==> config.mk <==
export PLATFORM = sky130hd
export DESIGN_NAME = adts_frame_deframer_top_flat
export DESIGN_NICKNAME = d
export VERILOG_FILES = /design/src/design/adtsdf_pkg.sv /design/src/design/adtsdf_byte_if.sv /design/src/design/adtsdf_frame_if.sv /design/src/design/adts_frame_deframer_top.sv /design/src/flat_wrapper.sv
export VERILOG_INCLUDE_DIRS = /design/src /design/src/design
export SDC_FILE = /design/constraint.sdc
export NUM_CORES = 1
export LEC_CHECK = 0
export BUFFER_PORTS_ARGS = -buffer_cell sky130_fd_sc_hd__clkbuf_2
export CELL_PAD_IN_SITES_DETAIL_PLACEMENT = 0
export CELL_PAD_IN_SITES_GLOBAL_PLACEMENT = 2
export CORE_ASPECT_RATIO = 0.75
export CORE_MARGIN = 2
export CORE_UTILIZATION = 35
export CTS_CLUSTER_DIAMETER = 80
export DETAILED_ROUTE_END_ITERATION = 10
export GPL_TIMING_DRIVEN = 0
export PLACE_DENSITY_LB_ADDON = 0.1
export SLEW_MARGIN = 10
export SYNTH_ARGS = -nofsm -noshare
export SYNTH_HDL_FRONTEND = slang
export SYNTH_SLANG_ARGS = --single-unit
export TNS_END_PERCENT = 50
==> constraint.sdc <==
create_clock -name clock -period 9.32 [get_ports clock]
set_input_delay 1.398 -clock clock [delete_from_list [all_inputs] [get_ports clock]]
set_output_delay 1.398 -clock clock [all_outputs]
set_load 0.05 [all_outputs]
==> src/design/assert_macros.svh <==
// Assertion macros shared by the deframer RTL.
// Needs nothing else; take it in with a plain include.
`ifndef ASSERT_MACROS_SVH
`define ASSERT_MACROS_SVH

// Same-cycle implication, disabled during reset.
`define CHK_IMPL(lbl, clk, rst, ante, cons, msg) \
   lbl: assert property (@(posedge clk) disable iff (rst) (ante) |-> (cons)) \
      else $error(msg);

// Next-cycle implication, disabled during reset.
`define CHK_NEXT(lbl, clk, rst, ante, cons, msg) \
   lbl: assert property (@(posedge clk) disable iff (rst) (ante) |=> (cons)) \
      else $error(msg);

`endif

==> src/design/adtsdf_pkg.sv <==
// Shared types and constants for the ADTS frame deframer.
// No dependencies; used by the top level and the testbench.
package adtsdf_pkg;

   // Parser modes
   localparam logic [1:0] MODE_HUNT   = 2'd0;
   localparam logic [1:0] MODE_SAW_FF = 2'd1;
   localparam logic [1:0] MODE_FRAME  = 2'd2;

   // Header field constants
   localparam logic [7:0]  SYNC_BYTE   = 8'hFF;
   localparam logic [3:0]  SYNC_NIBBLE = 4'hF;
   localparam logic [12:0] MIN_FRAME   = 13'd7;

   // Frame byte indexes where header fields live
   localparam logic [12:0] POS_PROFILE = 13'd2;
   localparam logic [12:0] POS_LEN_HI  = 13'd3;
   localparam logic [12:0] POS_LEN_MID = 13'd4;
   localparam logic [12:0] POS_LEN_LO  = 13'd5;
   localparam logic [12:0] POS_BODY    = 13'd6;

   // Result queue
   localparam int QUEUE_DEPTH = 4;
   localparam int QPTR_W      = 2;
   localparam int QCNT_W      = 3;

   typedef struct packed {
      logic [7:0]  frame_byte;
      logic        frame_first;
      logic        frame_last;
      logic [1:0]  profile_code;
      logic [3:0]  rate_index;
      logic [12:0] frame_length;
      logic        length_error;
   } result_type;

endpackage

==> src/design/adtsdf_byte_if.sv <==
// Input byte channel: valid/ready handshake carrying one stream byte.
// Depends on nothing.
interface adtsdf_byte_if;
   logic       valid;
   logic       ready;
   logic [7:0] stream_byte;

   modport source (output valid, output stream_byte, input ready);
   modport sink   (input valid, input stream_byte, output ready);
endinterface

==> src/design/adtsdf_frame_if.sv <==
// Result channel: valid/ready handshake carrying one frame byte with header fields.
// Depends on nothing.
interface adtsdf_frame_if;
   logic        valid;
   logic        ready;
   logic [7:0]  frame_byte;
   logic        frame_first;
   logic        frame_last;
   logic [1:0]  profile_code;
   logic [3:0]  rate_index;
   logic [12:0] frame_length;
   logic        length_error;

   modport source (output valid, output frame_byte, output frame_first, output frame_last,
                   output profile_code, output rate_index, output frame_length,
                   output length_error, input ready);
   modport sink   (input valid, input frame_byte, input frame_first, input frame_last,
                   input profile_code, input rate_index, input frame_length,
                   input length_error, output ready);
endinterface

==> src/design/adts_frame_deframer_top.sv <==
// ADTS deframer: one byte per clock in while the 4-entry result queue has room; each
// frame byte enters it when accepted and leaves from its head. A sync 0xFF is held
// until the next byte confirms it, then both are queued together. Sustained rate is
// one byte per clock with the receiver ready, set by the single write-two/read-one
// queue. Synchronous active-high reset returns the parser to hunting and empties it.
// Depends on adtsdf_pkg, adtsdf_byte_if, adtsdf_frame_if and assert_macros.svh.
`include "assert_macros.svh"

module adts_frame_deframer_top (
   input logic           clock,
   input logic           reset,
   adtsdf_byte_if.sink   req,
   adtsdf_frame_if.source rsp
);

   // Parser state
   logic [1:0]  mode_ff, mode_in;
   logic [12:0] pos_ff, pos_in;
   logic [12:0] len_ff, len_in;
   logic [1:0]  prof_ff, prof_in;
   logic [3:0]  rate_ff, rate_in;
   logic        err_ff, err_in;

   // Result queue
   adtsdf_pkg::result_type queue_ff [adtsdf_pkg::QUEUE_DEPTH];
   logic [adtsdf_pkg::QPTR_W-1:0] wr_ptr_ff, rd_ptr_ff;
   logic [adtsdf_pkg::QCNT_W-1:0] fill_ff, fill_in;

   logic                   req_take;
   logic                   rsp_take;
   logic [1:0]             push_cnt;
   adtsdf_pkg::result_type ent0, ent1;
   logic [7:0]             b;
   logic [13:0]            pos_next;
   logic [12:0]            span;
   logic                   last;

   assign b        = req.stream_byte;
   assign req.ready = (fill_ff <= adtsdf_pkg::QCNT_W'(adtsdf_pkg::QUEUE_DEPTH - 2));
   assign req_take = req.valid && req.ready;
   assign rsp_take = rsp.valid && rsp.ready;
   assign pos_next = {1'b0, pos_ff} + 14'd1;

   // Sync hunt, header capture and frame end detection
   always_comb begin
      mode_in  = mode_ff;
      pos_in   = pos_ff;
      len_in   = len_ff;
      prof_in  = prof_ff;
      rate_in  = rate_ff;
      err_in   = err_ff;
      push_cnt = 2'd0;
      span     = adtsdf_pkg::MIN_FRAME;
      last     = 1'b0;
      ent0     = '0;
      ent1     = '0;
      case (mode_ff)
         adtsdf_pkg::MODE_SAW_FF: begin
            if (b[7:4] == adtsdf_pkg::SYNC_NIBBLE) begin
               len_in   = '0;
               prof_in  = '0;
               rate_in  = '0;
               err_in   = 1'b0;
               pos_in   = adtsdf_pkg::POS_PROFILE;
               mode_in  = adtsdf_pkg::MODE_FRAME;
               push_cnt = 2'd2;
               ent0.frame_byte  = adtsdf_pkg::SYNC_BYTE;
               ent0.frame_first = 1'b1;
               ent1.frame_byte  = b;
            end else begin
               mode_in = adtsdf_pkg::MODE_HUNT;
            end
         end
         adtsdf_pkg::MODE_FRAME: begin
            if (pos_ff == adtsdf_pkg::POS_PROFILE) begin
               prof_in = b[7:6];
               rate_in = b[5:2];
            end else if (pos_ff == adtsdf_pkg::POS_LEN_HI) begin
               len_in = {b[1:0], 11'd0};
            end else if (pos_ff == adtsdf_pkg::POS_LEN_MID) begin
               len_in = len_ff | {2'd0, b, 3'd0};
            end else if (pos_ff == adtsdf_pkg::POS_LEN_LO) begin
               len_in = len_ff | {10'd0, b[7:5]};
               err_in = ((len_ff | {10'd0, b[7:5]}) < adtsdf_pkg::MIN_FRAME);
            end
            span = err_in ? adtsdf_pkg::MIN_FRAME : len_in;
            last = (pos_ff >= adtsdf_pkg::POS_BODY) && (pos_next >= {1'b0, span});
            push_cnt = 2'd1;
            ent0.frame_byte   = b;
            ent0.frame_last   = last;
            ent0.profile_code = prof_in;
            ent0.rate_index   = rate_in;
            if (pos_ff >= adtsdf_pkg::POS_LEN_LO) begin
               ent0.frame_length = len_in;
               ent0.length_error = err_in;
            end
            if (last) begin
               mode_in = adtsdf_pkg::MODE_HUNT;
               pos_in  = '0;
            end else begin
               pos_in = pos_next[12:0];
            end
         end
         default: begin
            mode_in = (b == adtsdf_pkg::SYNC_BYTE) ? adtsdf_pkg::MODE_SAW_FF
                                                   : adtsdf_pkg::MODE_HUNT;
         end
      endcase
      if (!req_take) begin
         push_cnt = 2'd0;
      end
   end

   // Parser registers
   always_ff @(posedge clock) begin
      if (reset) begin
         mode_ff <= adtsdf_pkg::MODE_HUNT;
         pos_ff  <= '0;
         len_ff  <= '0;
         prof_ff <= '0;
         rate_ff <= '0;
         err_ff  <= 1'b0;
      end else if (req_take) begin
         mode_ff <= mode_in;
         pos_ff  <= pos_in;
         len_ff  <= len_in;
         prof_ff <= prof_in;
         rate_ff <= rate_in;
         err_ff  <= err_in;
      end
   end

   // Queue storage, up to two writes per request
   always_ff @(posedge clock) begin
      if (push_cnt != 2'd0) begin
         queue_ff[wr_ptr_ff] <= ent0;
      end
      if (push_cnt == 2'd2) begin
         queue_ff[wr_ptr_ff + adtsdf_pkg::QPTR_W'(1)] <= ent1;
      end
   end

   // Queue pointers and fill count
   assign fill_in = fill_ff + adtsdf_pkg::QCNT_W'(push_cnt)
                    - adtsdf_pkg::QCNT_W'(rsp_take);

   always_ff @(posedge clock) begin
      if (reset) begin
         wr_ptr_ff <= '0;
         rd_ptr_ff <= '0;
         fill_ff   <= '0;
      end else begin
         wr_ptr_ff <= wr_ptr_ff + adtsdf_pkg::QPTR_W'(push_cnt);
         rd_ptr_ff <= rd_ptr_ff + adtsdf_pkg::QPTR_W'(rsp_take);
         fill_ff   <= fill_in;
      end
   end

   // Result outputs from queue head
   assign rsp.valid        = (fill_ff != '0);
   assign rsp.frame_byte   = queue_ff[rd_ptr_ff].frame_byte;
   assign rsp.frame_first  = queue_ff[rd_ptr_ff].frame_first;
   assign rsp.frame_last   = queue_ff[rd_ptr_ff].frame_last;
   assign rsp.profile_code = queue_ff[rd_ptr_ff].profile_code;
   assign rsp.rate_index   = queue_ff[rd_ptr_ff].rate_index;
   assign rsp.frame_length = queue_ff[rd_ptr_ff].frame_length;
   assign rsp.length_error = queue_ff[rd_ptr_ff].length_error;

   // Checks
   `CHK_IMPL(a_fill_bound, clock, reset, 1'b1,
             fill_ff <= adtsdf_pkg::QCNT_W'(adtsdf_pkg::QUEUE_DEPTH), "queue overfilled")
   `CHK_IMPL(a_frame_pos, clock, reset, mode_ff == adtsdf_pkg::MODE_FRAME,
             pos_ff >= adtsdf_pkg::POS_PROFILE, "frame position below header byte 2")
   `CHK_NEXT(a_sync_enter, clock, reset,
             req_take && mode_ff == adtsdf_pkg::MODE_SAW_FF && b[7:4] == adtsdf_pkg::SYNC_NIBBLE,
             mode_ff == adtsdf_pkg::MODE_FRAME && pos_ff == adtsdf_pkg::POS_PROFILE,
             "sync did not open a frame")
   `CHK_IMPL(a_no_room, clock, reset,
             fill_ff > adtsdf_pkg::QCNT_W'(adtsdf_pkg::QUEUE_DEPTH - 2), !req.ready,
             "request taken without room for two results")

endmodule

==> src/flat_wrapper.sv <==
// flat-port wrapper written by rule: the top's interface ports become plain ports
module adts_frame_deframer_top_flat 
  (clock, reset, req_valid, req_stream_byte, req_ready, rsp_valid, rsp_frame_byte, rsp_frame_first, rsp_frame_last, rsp_profile_code, rsp_rate_index, rsp_frame_length, rsp_length_error, rsp_ready);
  adtsdf_byte_if req_i ();
  adtsdf_frame_if rsp_i ();
  input logic clock;
  input logic reset;
  input wire logic [$bits(req_i.valid)-1:0] req_valid;
  input wire logic [$bits(req_i.stream_byte)-1:0] req_stream_byte;
  output wire logic [$bits(req_i.ready)-1:0] req_ready;
  output wire logic [$bits(rsp_i.valid)-1:0] rsp_valid;
  output wire logic [$bits(rsp_i.frame_byte)-1:0] rsp_frame_byte;
  output wire logic [$bits(rsp_i.frame_first)-1:0] rsp_frame_first;
  output wire logic [$bits(rsp_i.frame_last)-1:0] rsp_frame_last;
  output wire logic [$bits(rsp_i.profile_code)-1:0] rsp_profile_code;
  output wire logic [$bits(rsp_i.rate_index)-1:0] rsp_rate_index;
  output wire logic [$bits(rsp_i.frame_length)-1:0] rsp_frame_length;
  output wire logic [$bits(rsp_i.length_error)-1:0] rsp_length_error;
  input wire logic [$bits(rsp_i.ready)-1:0] rsp_ready;
  assign req_i.valid = req_valid;
  assign req_i.stream_byte = req_stream_byte;
  assign req_ready = req_i.ready;
  assign rsp_valid = rsp_i.valid;
  assign rsp_frame_byte = rsp_i.frame_byte;
  assign rsp_frame_first = rsp_i.frame_first;
  assign rsp_frame_last = rsp_i.frame_last;
  assign rsp_profile_code = rsp_i.profile_code;
  assign rsp_rate_index = rsp_i.rate_index;
  assign rsp_frame_length = rsp_i.frame_length;
  assign rsp_length_error = rsp_i.length_error;
  assign rsp_i.ready = rsp_ready;
  adts_frame_deframer_top u_core (.clock(clock), .reset(reset), .req(req_i), .rsp(rsp_i));
endmodule
# == Word-level counts from Yosys, hierarchy flattened ==
# Memories as Yosys holds them, arrays and structs flattened. A register that Yosys moved wholly into a read port is not among the register bits.
# Index checks and enable logic that the tools add are counted.
# op_classes
add_sub_neg,6
multipliers,0
n_div,0
magnitude_cmp,5
n_eq_ne,11
shifts,0
mux,42
n_bitwise,2
reduce_logical,8
# op_table
cell,n
two-way mux 13 bit,9
one-hot mux 13 bit (2 select lines),2
"equality test 13 x 2 -> 1 bit, second input constant",2
"equality test 13 x 3 -> 1 bit, second input constant",2
"greater-or-equal comparator 13 x 3 -> 1 bit, second input constant",2
two-way mux 21 bit,1
two-way mux 8 bit,2
one-hot mux 8 bit (2 select lines),1
"adder 13 x 1 -> 14 bit, second input constant",1
greater-or-equal comparator 14 x 13 -> 1 bit,1
two-way mux 14 bit,1
"< comparator 13 x 3 -> 1 bit, second input constant",1
OR 13 x 11 -> 13 bit,1
OR 13 x 3 -> 13 bit,1
two-way mux 1 bit,12
two-way mux 2 bit,6
one-hot mux 2 bit (2 select lines),3
two-way mux 9 bit,1
"equality test 8 bit, second input constant",1
two-way mux 4 bit,2
one-hot mux 4 bit (2 select lines),1
"equality test 2 bit, second input constant",2
"equality test 4 bit, second input constant",1
"inequality test 2 x 1 -> 1 bit, second input constant",2
other kinds (13),16
# totals
regBits,42
latchBits,0
ram_bits,120
romBits,0
inputBits,12
output_inout_bits,32
elab_cells,84
mem_count,1
# mem_list
memory,depth,width,read_ports,rd_clocked_by_memory_dff,wr,line,source
u_core.queue_ff,4,30,1,1,2,adts_frame_deframer_top.sv:25,adtsdf_pkg::result_type queue_ff [adtsdf_pkg::QUEUE_DEPTH];

# == Longest topological paths before layout ==
# Gate-level depths: netlist (run 1).
# logic_depth
depth_word,12
ltp_mapped,16
ltp_nobuf,13

# == Least setup slack after synthesis (run 1) ==
# No wires, ideal clock.
# synth_timing
path_type,input port to flip-flop
from,input port req_stream_byte[7]
to,register u_core.pos_ff[11]
setup_ns,0.070
arrival_time_ns,3.877
required_ns,9.250
setup_slack_ns,5.373
cell_stages,13
path_buffers,1
cell_sequence,o22ai_1 nor2_1 nor2_1 mux2_4 or3_1 ha_1 a21oi_1 a21boi_1 o31a_1 a211oi_2 clkbuf_1 o221ai_1 a21oi_1
# synth_via
elab_chain_cells,12
elab_cells_between_ends,21
cone_classes,2 x order compare; 2 x eq/ne; 13 x mux; 2 x bitwise; 2 x reduce/logical
# synth_rtl
item,line,source
from (decl),flat_wrapper.sv:9,input wire logic [$bits(req_i.stream_byte)-1:0] req_stream_byte;
OR 13 x 3 -> 13 bit,"adts_frame_deframer_top.sv:83, adts_frame_deframer_top.sv:84",
< comparator 13 x 3 -> 1 bit,adts_frame_deframer_top.sv:84,"err_in = ((len_ff | {10'd0, b[7:5]}) < adtsdf_pkg::MIN_FRAME);"
two-way mux 1 bit,adts_frame_deframer_top.sv:82,end else if (pos_ff == adtsdf_pkg::POS_LEN_LO) begin
two-way mux 1 bit,adts_frame_deframer_top.sv:80,end else if (pos_ff == adtsdf_pkg::POS_LEN_MID) begin
two-way mux 1 bit,adts_frame_deframer_top.sv:78,end else if (pos_ff == adtsdf_pkg::POS_LEN_HI) begin
two-way mux 1 bit,adts_frame_deframer_top.sv:75,if (pos_ff == adtsdf_pkg::POS_PROFILE) begin
two-way mux 1 bit,adts_frame_deframer_top.sv:57,case (mode_ff)
two-way mux 13 bit,adts_frame_deframer_top.sv:86,span = err_in ? adtsdf_pkg::MIN_FRAME : len_in;
greater-or-equal comparator 14 x 13 -> 1 bit,adts_frame_deframer_top.sv:87,"last = (pos_ff >= adtsdf_pkg::POS_BODY) && (pos_next >= {1'b0, span});"
logical AND 1 bit,adts_frame_deframer_top.sv:87,
two-way mux 13 bit,adts_frame_deframer_top.sv:97,if (last) begin
one-hot mux 13 bit (2 select lines),adts_frame_deframer_top.sv:57,
to (signal assigned),adts_frame_deframer_top.sv:125,pos_ff <= pos_in;
to (decl),adts_frame_deframer_top.sv:18,"logic [12:0] pos_ff, pos_in;"
# Several ways; a longest one is shown, not always the timed one. The select of a mux whose other input is x is not followed.
# A chain may end at the register's enable or synchronous reset.

# == Final worst setup path (run 1) ==
# layout_timing
from,register u_core.pos_ff[0]
to,register u_core.pos_ff[11]
# layout_via
elab_chain_cells,11
elab_cells_between_ends,21
cone_classes,1 x add/sub; 2 x order compare; 4 x eq/ne; 13 x mux; 1 x reduce/logical
# layout_rtl
item,line
equality test 13 x 3 -> 1 bit,adts_frame_deframer_top.sv:82
two-way mux 13 bit or two-way mux 1 bit (tied branches),adts_frame_deframer_top.sv:82
two-way mux 13 bit or two-way mux 1 bit (tied branches),adts_frame_deframer_top.sv:80
two-way mux 13 bit or two-way mux 1 bit (tied branches),adts_frame_deframer_top.sv:78
two-way mux 13 bit or two-way mux 1 bit (tied branches),adts_frame_deframer_top.sv:75
two-way mux 13 bit or two-way mux 1 bit (tied branches),adts_frame_deframer_top.sv:57
two-way mux 13 bit,adts_frame_deframer_top.sv:86
greater-or-equal comparator 14 x 13 -> 1 bit,adts_frame_deframer_top.sv:87
logical AND 1 bit,adts_frame_deframer_top.sv:87
two-way mux 13 bit (*),adts_frame_deframer_top.sv:97
one-hot mux 13 bit (2 select lines) (*),adts_frame_deframer_top.sv:57
# Every way passes the cells marked *; elsewhere a longest branch is shown, timed or not. The select of a mux whose other input is x is not followed.

==> results of run 1 <==
## state kept, by name, summed over array words and instances, names as in the netlist
signal	cells
u_core.mode_ff	2
u_core.queue_ff	120
u_core.rate_ff	4
u_core.fill_ff	3
u_core.prof_ff	2
u_core.wr_ptr_ff	2
u_core.pos_ff	13
u_core.rd_ptr_ff	2
u_core.len_ff	13
u_core.err_ff	1
## per-layer routing
layer,vias to the layer above,routed length (um)
met2,165,10300
met4,0,419
met1,3054,11900
li1,2823,-
met3,29,1070
met5,-,0
## Yosys cell counts (all sizes together) (2+ instances only)
master and n:
nand3b 2, o31ai 4, inv 16, nor2 65, and3 3, a32o 4
and2 5, dfxtp 130, a21o 8, or2 5, a22o 102, nand3 22
nand4 5, nor3 10, nand2b 6, and4 4, o21ai 32, mux4 30
o221ai 2, xor2 4, a21oi 47, or3 10, nor2b 6, nand2 47
edfxtp 32, mux2i 3, clkbuf 29, nor4 4, buf 19, a22oi 4
ha 25, xnor2 10, o211ai 8
## logic make-up (layout without fill, tap and decap cells)
family                     count (synthesis)  after routing  share of synthesized area, %
adders and majority gates                 26             26                          4.35
xor gates and xnor gates                  14             14                          1.60
buffers and inverters                     65            136                          3.53
DFF                                      162            162                          46.5
muxes                                     34             34                          9.41
AOI/OAI and AO/OA                        220            220                          21.0
and+or+nand+nor                          196            196                          13.5
## worst paths after layout
kind / slack [ns] / end / from
worst max-delay path: 4.62 / u_core.pos_ff[11] / u_core.pos_ff[0]
worst min-delay path: 0.45 / u_core.rate_ff[1] / u_core.rate_ff[1]
worst max register to register: 4.62 / u_core.pos_ff[11] / u_core.pos_ff[0]
worst min register to register: 0.45 / u_core.rate_ff[1] / u_core.rate_ff[1]
## power by group
group	total [mW]	switching, mW	leakage, nW	internal, mW
combinational	0.301	0.198	1.57	0.103
clock	0.698	0.335	0.280	0.363
sequential	0.728	0.00847	1.34	0.720
## area by class of cell
| cell class | instances | area (um2) | area share, % |
|---|---|---|---|
| plain buffers | 48 | 206 | 2.35 |
| clock buffers | 18 | 439 | 4.99 |
| clock inverters | 14 | 143 | 1.62 |
| inverters | 17 | 63.8 | 0.726 |
| multi-input cells | 490 | 3820 | 43.5 |
| flip-flops and latches | 162 | 3560 | 40.5 |
| well taps | 288 | 360 | 4.10 |
| repair buffers | 39 | 195 | 2.22 |
## worst min-delay path, cell delays in order (launching register included)
cell and delay (ns):
dfxtp_1 0.31, nand2_1 0.05, a21oi_1 0.05
## layout by cell type, fill, tap and decap left out, types with 3 or more instances in the layout
cell type  Yosys  final
mux2i_1        3      3
a32o_1         4      4
inv_1         12     12
inv_2          4      4
clkbuf_16      0     17
nand3_1       21     21
a22o_1       102    102
nand4_1        5      5
nor2_1        57     57
ha_1          25     25
nor2b_1        6      6
and4_1         4      4
nand2b_1       6      6
or3_1          9      9
clkbuf_2       0     39
buf_2         15     15
edfxtp_1      32     32
o21ai_0       29     29
nor2_4         3      3
xnor2_1       10     10
mux4_2        30     30
and2_1         5      5
o31ai_1        4      4
o211ai_1       8      8
nor3_1         7      7
a21oi_1       47     47
a21o_1         8      8
and3_1         3      3
inv_8          0      3
dfxtp_1      130    130
or2_1          3      3
clkbuf_1      29     29
xor2_1         4      4
nor2_2         5      5
a22oi_1        4      4
nand2_1       46     46
inv_6          0      5
==> impl_results.md, run 1 <==
- Fmax: between 200 and 250 MHz
- H-tree Lvls: 4
- Routed vias/inst: between 5 and 6
- RSZ-0062 raised after global routing: no
- Share of cells above drive strength 1: roughly 18%
- Diodes inserted: 0
- Leading area contributor after synthesis: dfxtp_1
- YS warnings: 0
- Final Total Pwr: roughly 1.7 mW
- Routed length per instance: roughly 22 um
- Grt ovf: 0
- Cell row count: 46
- Post-layout util: approximately two fifths
- Slew @ Worst Pin: between 1 and 1.5 ns
- Met3 Track Usage GR: under 10%
- Worst Path Required: about 9.7 ns
- Final Max Slew Viols: 0
- CTS root buf: clkbuf_16
- Sequential element share of the synthesized area: a little under half
- Global placer's final weighted congestion: 0.845
- Post-CTS Repair Setup Buffers: 0
- DRC violation count after routing: 0
- Post-route cell area: 0.00879 mm2
- # setup viols final: 0
- Hold-fix buffers at CTS: 0
- Worst clock skew: about 0.015 ns
- CP startpoint kind: flip-flop
- Hold Path Depth: 2
- Max-Cap Viols: 0
- VDD IR max: a little under 0.1 mV
- Dpl cells: around 1000
- Critical path peak fanout: 10
- Yosys cell types: slightly above 60
- Setup Crit Path Kind: flip-flop to flip-flop
- Initial Util: between 30% and 40%
- Async SR Flop Fraction: 0%
- Met1 usage: between 30% and 40%
- Crit path depth: 14
- Post-synth EDFFs: 32
- IO Port Bufs: 39
- Cells after Synth: 717
- Area of the mapped netlist: between 0.007 and 0.008 mm2
- Worst-path clk slew: roughly 0.07 ns
- Crit path arrival time: roughly 5.1 ns
- DRT antenna net count: 0
- Period utilization: ~50%
- Min-Delay Path Class: flip-flop to flip-flop
- CTS Buffer Depth: 2
- Min Hold Slack: 0.454 ns
- Status: complete, no violations
- Post-Layout Cell Count: ~1100
- Pin count of the biggest net entering global routing: 18
- Grt met2 use: 31.3%
- Vias in the first global route: about 6100
- Num ports: 44
- Synth Register Bits: 162
- Synth top area share: 34.0%
- Die Y: around 130 um
- GRT Total Usage: 21.2%
- Full die area: between 0.02 and 0.025 mm2
- TNS Setup: 0 ns
- Total CTS buffers: 17
- Minimum clock period: approximately 4.7 ns
- Initial antenna violation count: 0
- CTS tree: yes
- Routed via count: 6071
- Dpl ws: 4.36 ns
- Final WS setup: about 4.6 ns
- Final HPWL DP: 17.6 mm
- Gr busiest metal: met1
- Syn Nets: about 760
- Buffers and inverters on the worst path: 3
- Rel. slew slack: 30.9%
- Syn_area_per_cell: between 10 and 15 um2
- R2R depth: 14
- Final wirelength: around 24 mm
- Top post-synthesis cells by area: dfxtp_1, edfxtp_1, a22o_1
- Layout area overhead: 14.9%
- Worst path max stage delay: roughly 0.56 ns
- CP top delay family: compound AO/OA/AOI/OAI gates
- Final hold vios: 0
- Core Region: 0.0213 mm2
- Power density over cell area: just under 200 mW/mm2
- Crit-path slowest cell: dfxtp_1
- Post_cts resized: 0
- P_leak: about 3.2 nW
- DRT iter0 DRCs: approximately 420
- DP Area: 0.00821 mm2
- Clock Latency Late Sink: about 0.45 ns
- First-pass GRT wire length: between 30 and 40 mm
- DRT Pass-1 Iters: 5
- Nets: roughly 810
- Crit. End Element: flip-flop
- Cells along the critical path: inv_1 -> ha_1 -> inv_1 -> nand3_1 -> a22o_1 -> or2_1 -> ha_1 -> nand2b_1 -> a31oi_1 -> o21ai_0 -> a211oi_2 -> clkbuf_1 -> o221ai_1 -> a21oi_1
- Main synth FF type: dfxtp_1
- Layout filler cell count: 2125
- Sink Count: 162
- Die X: approximately 170 um
(Power assumes the default switching activity.)
==> run 2, diff against run 1 <==
Clock period 9.32 ns to 4.5 ns, I/O delays scaled along.
==> impl_results.md, run 2 (synthesis gave the netlist of run 1 again) <==
- Worst-path clk slew: 0.07 ns (about the same)
- Min-Delay Path Class: flip-flop to flip-flop (unchanged)
- Reg2Reg Capture Point: u_core.pos_ff[3] (was u_core.pos_ff[11])
- Period utilization: 95.4% (was 50.5%)
- Worst Path Required: 4.86 ns (was 9.69 ns)
- Setup crit end: u_core.pos_ff[3] (was u_core.pos_ff[11])
- Crit-path slowest cell: a211oi_4 (was dfxtp_1)
- Cells along the critical path: nor4_4 -> nand3_2 -> nor4b_4 -> mux2_4 -> buf_4 -> or2_1 -> ha_1 -> nand2b_1 -> a31oi_1 -> o21ai_0 -> a211oi_4 -> clkbuf_4 -> o211ai_1 -> a21oi_1 (was inv_1 -> ha_1 -> inv_1 -> nand3_1 -> a22o_1 -> or2_1 -> ha_1 -> nand2b_1 -> a31oi_1 -> o21ai_0 -> a211oi_2 -> clkbuf_1 -> o221ai_1 -> a21oi_1)
- Clock Latency Late Sink: 0.45 ns (about the same)
- CTS Buffer Depth: 2 (unchanged)
- Status: complete, no violations (unchanged)
- Cell row count: 46 (unchanged)
- VDD IR max: 0.203 mV (was 0.0983 mV)
- Post-layout util: 41.4% (was 41.3%)
- # setup viols final: 0 (unchanged)
- Minimum clock period: 4.30 ns (was 4.70 ns)
- Vias in the first global route: 6097 (unchanged)
- Final HPWL DP: 17.6 mm (unchanged)
- DRT antenna net count: 0 (unchanged)
- Sink Count: 162 (unchanged)
- First-pass GRT wire length: 37.1 mm (unchanged)
- IO Port Bufs: 39 (unchanged)
- Total CTS buffers: 17 (unchanged)
- DRT iter0 DRCs: 473 (was 424)
- Final wirelength: 23.7 mm (about the same)
- Final WS setup: 0.205 ns (was 4.62 ns)
- H-tree Lvls: 4 (unchanged)
- Routed via count: 6050 (was 6071)
- Setup Crit Path Kind: flip-flop to flip-flop (unchanged)
- Nets: 815 (was 813)
- Fmax: 233 MHz (was 213 MHz)
- Dpl cells: 1044 (unchanged)
- Share of cells above drive strength 1: 18.7% (was 18.3%)
- DRC violation count after routing: 0 (unchanged)
- Initial Util: 36.0% (unchanged)
- Hold-fix buffers at CTS: 0 (unchanged)
- Crit. Startpoint: u_core.pos_ff[8] (was u_core.pos_ff[0])
- Biggest register: u_core.queue_ff (unchanged)
- Pin count of the biggest net entering global routing: 18 (unchanged)
- Max-Cap Viols: 0 (unchanged)
- P_leak: 3.21 nW (was 3.20 nW)
- R2R setup slack: 0.20 ns (was 4.62 ns)
- GRT Total Usage: 21.2% (unchanged)
- Diodes inserted: 0 (unchanged)
- R2R depth: 14 (unchanged)
- Crit. End Element: flip-flop (unchanged)
- Global placer's final weighted congestion: 0.845 (unchanged)
- Layout filler cell count: 2125 (unchanged)
- Power density over cell area: 406 mW/mm2 (was 196 mW/mm2)
- CP startpoint kind: flip-flop (unchanged)
- Biggest regs: u_core.queue_ff x120, u_core.len_ff x13, u_core.pos_ff x13 (unchanged)
- CTS root buf: clkbuf_16 (unchanged)
- Dpl ws: -0.0642 ns (was 4.36 ns)
- CTS tree: yes (unchanged)
- Critical path peak fanout: 10 (unchanged)
- Die X: 175 um (unchanged)
- Routed vias/inst: 5.61 (was 5.64)
- Core Region: 0.0213 mm2 (unchanged)
- Max reg flops: 120 (unchanged)
- Grt ovf: 0 (unchanged)
- Die Y: 132 um (unchanged)
- Post-Layout Cell Count: 1078 (was 1076)
- Worst clock skew: 0.0209 ns (was 0.0154 ns)
- Rel. slew slack: 30.9% (about the same)
- Final hold vios: 0 (unchanged)
- Leading cell type in the layout, fill and taps excluded: dfxtp_1 (unchanged)
- Reg2reg start: u_core.pos_ff[8] (was u_core.pos_ff[0])
- Crit path arrival time: 4.66 ns (was 5.07 ns)
- Num ports: 44 (unchanged)
- Worst path max stage delay: 0.44 ns (was 0.56 ns)
- Initial antenna violation count: 0 (unchanged)
- Buffers and inverters on the worst path: 2 (was 3)
- Full die area: 0.0231 mm2 (unchanged)
- Routed length per instance: 22.0 um (about the same)
- CP top delay family: simple AND/OR/NAND/NOR gates (was compound AO/OA/AOI/OAI gates)
- Crit path depth: 14 (unchanged)
- Final Max Slew Viols: 0 (unchanged)
- Reg area: 0.00356 mm2 (unchanged)
- Commonest non-fill, non-tap cells in the layout: dfxtp_1, a22o_1, nor2_1, a21oi_1, nand2_1 (unchanged)
- Slew @ Worst Pin: 1.04 ns (about the same)
- Layout area overhead: 15.2% (was 14.9%)
- DRT Pass-1 Iters: 5 (unchanged)
- Multi-input logic area: 0.00383 mm2 (was 0.00382 mm2)
-- run 2: where the power goes --
group | switching (mW) | internal (mW)
clock network | 0.694 | 0.752
logic | 0.410 | 0.213
registers | 0.0176 | 1.49
total | 1.12 | 2.46
-- run 2: per-stage QoR --
stage / power [mW] / instance area (um2) / hold slack (ns) / TNS, ns
after floorplan: 2.03 / 7660 / 0.432 / 0
after global placement: 2.17 / 8210 / 0.439 / -0.173
after detailed placement: 2.18 / 8210 / 0.446 / -0.314
after CTS: 3.61 / 8790 / 0.457 / 0
after global routing: 3.72 / 8820 / 0.476 / -0.00458
final: 3.58 / 8820 / 0.454 / 0
-- run 2: what timing repair did --
action | in CTS | in global routing
buffers inserted | 0 | 2
resized for setup | 1 | 4
pin swaps | 0 | 2
setup endpoints to repair | 10 | 16
-- run 2: how the worst min path moves through the flow --
stage,from,end,slack [ns],cells past startpoint
after floorplan,u_core.queue_ff[3][21],u_core.queue_ff[3][21],0.43,1
after global placement,u_core.rate_ff[2],u_core.rate_ff[2],0.44,2
after detailed placement,u_core.rate_ff[1],u_core.rate_ff[1],0.45,2
after CTS,u_core.rate_ff[2],u_core.rate_ff[2],0.46,2
after global routing,u_core.rate_ff[1],u_core.rate_ff[1],0.48,2
final,u_core.rate_ff[1],u_core.rate_ff[1],0.45,2
-- run 2: final cells by class --
cell class	count	share of cell area, %
sequential	162	40.4
clock buffer	18	4.98
multi-input combinational	490	43.4
clock inverter	14	1.62
buffer	48	2.38
tap	288	4.09
timing repair buffer	41	2.38
inverter	17	0.724
-- run 2: per-layer routing --
| metal | global-route usage, % | vias to the layer above | part of all wire [%] | wire length (um) |
|---|---|---|---|---|
| li1 | - | 2827 | - | - |
| met1 | 31.4 | 3022 | 50 | 11800 |
| met2 | 31.3 | 170 | 44 | 10400 |
| met3 | 4.09 | 31 | 5.1 | 1200 |
| met4 | 6.25 | 0 | 1.6 | 369 |
| met5 | 0 | - | 0 | 0 |
-- run 2: tightest hold or removal path, stage by stage (launching register included) --
cell and delay, ns:
dfxtp_1 0.31, nand2_1 0.05, a21oi_1 0.05
==> run 3, diff against run 2 <==
Settings changed: REMOVE_ABC_BUFFERS from default to 1.
==> impl_results.md, run 3 (synthesis gave the netlist of run 1 again) <==
- Status: complete, no violations (unchanged)
- RSZ-0062 raised after global routing: no
- Fmax: 248 MHz (was 233 MHz)
- Rel. slew slack: 18.7% (was 30.9%)
- Gate power share: 16.2% (was 17.4%)
- DRT antenna net count: 0 (unchanged)
- Nets: 777 (was 815)
- Post-route cell area: 0.00879 mm2 (was 0.00882 mm2)
- Final HPWL DP: 15.2 mm (was 17.6 mm)
- Sink Count: 162 (unchanged)
- Pin count of the biggest net entering global routing: 40 (was 18)
- Register share of total power: 42.1% (was 42.2%)
- Grt ovf: 0 (unchanged)
- Crit. End Element: flip-flop (unchanged)
- Final WS setup: 0.472 ns (was 0.205 ns)
- Share of cells above drive strength 1: 19.4% (was 18.7%)
- CTS tree: yes (unchanged)
- Top routing layer used: met4 (unchanged)
- Worst clock skew: 0.0133 ns (was 0.0209 ns)
- P_int: 2.59 mW (was 2.46 mW)
- Layout area overhead: 14.8% (was 15.2%)
- Final Total Pwr: 3.66 mW (was 3.58 mW)
- Met2 wire length: 10.3 mm (was 10.4 mm)
- # setup viols final: 0 (unchanged)
- Crit path arrival time: 4.35 ns (was 4.66 ns)
- Routed via count: 5869 (was 6050)
- M1 WL: 10.8 mm (was 11.8 mm)
- Min-Delay Path Class: flip-flop to flip-flop (unchanged)
- CTS root buf: clkbuf_16 (unchanged)
- TNS Setup: 0 ns (unchanged)
- First-pass GRT wire length: 34.7 mm (was 37.1 mm)
- DRT Pass-1 Iters: 8 (was 5)
- Dpl ws: -0.157 ns (was -0.0642 ns)
- GRT Total Usage: 19.5% (was 21.2%)
- Post-Layout Cell Count: 1040 (was 1078)
- Vias in the first global route: 5894 (was 6097)
- Clock Latency Late Sink: 0.43 ns (was 0.45 ns)
- Post-layout util: 41.3% (was 41.4%)
- Num ports: 44 (unchanged)
- Buffers and inverters on the worst path: 2 (unchanged)
- H-tree Lvls: 4 (unchanged)
- CTS Buffer Depth: 2 (unchanged)
- DRC violation count after routing: 0 (unchanged)
- Diodes inserted: 0 (unchanged)
- VDD IR max: 0.231 mV (was 0.203 mV)
- Max reg flops: 120 (unchanged)
- R2R setup slack: 0.47 ns (was 0.20 ns)
- DRT iter0 DRCs: 472 (was 473)
- Dpl cells: 1005 (was 1044)
- Period utilization: 89.5% (was 95.4%)
- Cells along the critical path: inv_1 -> ha_1 -> nor4b_4 -> mux2_4 -> or3_1 -> ha_1 -> a21o_1 -> a21oi_1 -> o21ai_0 -> a211oi_4 -> buf_4 -> nor2_1 -> a32o_1 (was nor4_4 -> nand3_2 -> nor4b_4 -> mux2_4 -> buf_4 -> or2_1 -> ha_1 -> nand2b_1 -> a31oi_1 -> o21ai_0 -> a211oi_4 -> clkbuf_4 -> o211ai_1 -> a21oi_1)
- Biggest register: u_core.queue_ff (unchanged)
- Die Y: 132 um (unchanged)
- Core Region: 0.0213 mm2 (unchanged)
- Global placer's final weighted congestion: 0.829 (was 0.845)
- Initial antenna violation count: 0 (unchanged)
- Switching power: 1.07 mW (was 1.12 mW)
- DP Area: 0.00815 mm2 (was 0.00821 mm2)
- Part of the power in the clock network: 41.6% (was 40.4%)
- Final hold vios: 0 (unchanged)
- Met3 wire length: 775 um (was 1.20 mm)
- Total CTS buffers: 17 (unchanged)
- Max-Cap Viols: 0 (unchanged)
- P_leak: 3.20 nW (was 3.21 nW)
- Die X: 175 um (unchanged)
- Critical path peak fanout: 18 (was 10)
- Min Hold Slack: 0.455 ns (was 0.454 ns)
- CP startpoint kind: flip-flop (unchanged)
- CP top delay family: compound AO/OA/AOI/OAI gates (was simple AND/OR/NAND/NOR gates)
- Cell row count: 46 (unchanged)
- Leading cell type in the layout, fill and taps excluded: dfxtp_1 (unchanged)
- Crit-path slowest cell: dfxtp_1 (was a211oi_4)
- Slew @ Worst Pin: 1.21 ns (was 1.04 ns)
- Final Max Slew Viols: 0 (unchanged)
- Worst-path clk slew: 0.07 ns (about the same)
- Commonest non-fill, non-tap cells in the layout: dfxtp_1, a22o_1, nor2_1, a21oi_1, nand2_1 (unchanged)
- Setup Crit Path Kind: flip-flop to flip-flop (unchanged)
- Power density over cell area: 416 mW/mm2 (was 406 mW/mm2)
- Final wirelength: 22.1 mm (was 23.7 mm)
- Initial Util: 36.0% (unchanged)
- Routed length per instance: 21.3 um (was 22.0 um)
- Worst path max stage delay: 0.53 ns (was 0.44 ns)
- Minimum clock period: 4.03 ns (was 4.30 ns)
- Worst Path Required: 4.82 ns (was 4.86 ns)
- Sw Share: 29.4% (was 31.3%)
- Cell mode on critical path: ha_1
- Full die area: 0.0231 mm2 (unchanged)
- Hold-fix buffers at CTS: 0 (unchanged)
- IO Port Bufs: 43 (was 39)
- Routed vias/inst: 5.64 (was 5.61)
- Biggest regs: u_core.queue_ff x120, u_core.len_ff x13, u_core.pos_ff x13 (unchanged)
==> run 3: cell count changes in the layout (fill, tap and decap cells not counted), moves of 3 or more <==
cell / previous run / this run
clkbuf_2: 39 / 43
nor2_4: 3 / 7
buf_2: 15 / 0
buf_8: 0 / 3
nor2_1: 57 / 52
clkbuf_1: 28 / 0
==> run 3: path summary, 6_finish.rpt <==
kind         cells past startpoint              start                endpoint
min                              2  u_core.rate_ff[2]       u_core.rate_ff[2]
max                             13   u_core.pos_ff[0]  u_core.queue_ff[0][20]
max reg2reg                     13   u_core.pos_ff[0]  u_core.queue_ff[0][20]
min reg2reg                      2  u_core.rate_ff[2]       u_core.rate_ff[2]
==> run 3: per-layer routing <==
metal	vias to the layer above	track usage [%]
li1	2755	-
met1	2943	27.2
met2	146	31.2
met3	25	3.43
met4	0	5.51
met5	-	0
==> run 3: cell type report <==
cell class,instances,area (um2)
Fill cell,2088,12500
Multi-Input combinational cell,490,3870
Sequential cell,162,3570
Clock buffer,18,450
Tap cell,288,360
Timing Repair Buffer,51,323
Clock inverter,14,160
Inverter,17,63.8
==> run 3: power groups by stage <==
stage | Sequential, mW | Combinational [mW] | Clock (mW)
2_1_floorplan | 1.60 | 0.422 | 0
3_3_place_gp | 1.64 | 0.518 | 0
3_5_place_dp | 1.58 | 0.601 | 0
4_1_cts | 1.55 | 0.603 | 1.55
5_1_grt | 1.55 | 0.634 | 1.61
6_report | 1.54 | 0.595 | 1.52
==> run 3: worst min-delay path: cells and delay by family (launching register included) <==
family,cells,cell delay (ns)
flip-flops,1,0.31
AND/OR/NAND/NOR,1,0.05
AO/OA/AOI/OAI,1,0.05
==> run 3: timing repair <==
item | CTS | global route
gates resized for setup | 1 | 0
cloned | 0 | 0
pin swaps | 0 | 1
buffers inserted | 0 | 3
setup endpoints to repair | 7 | 9
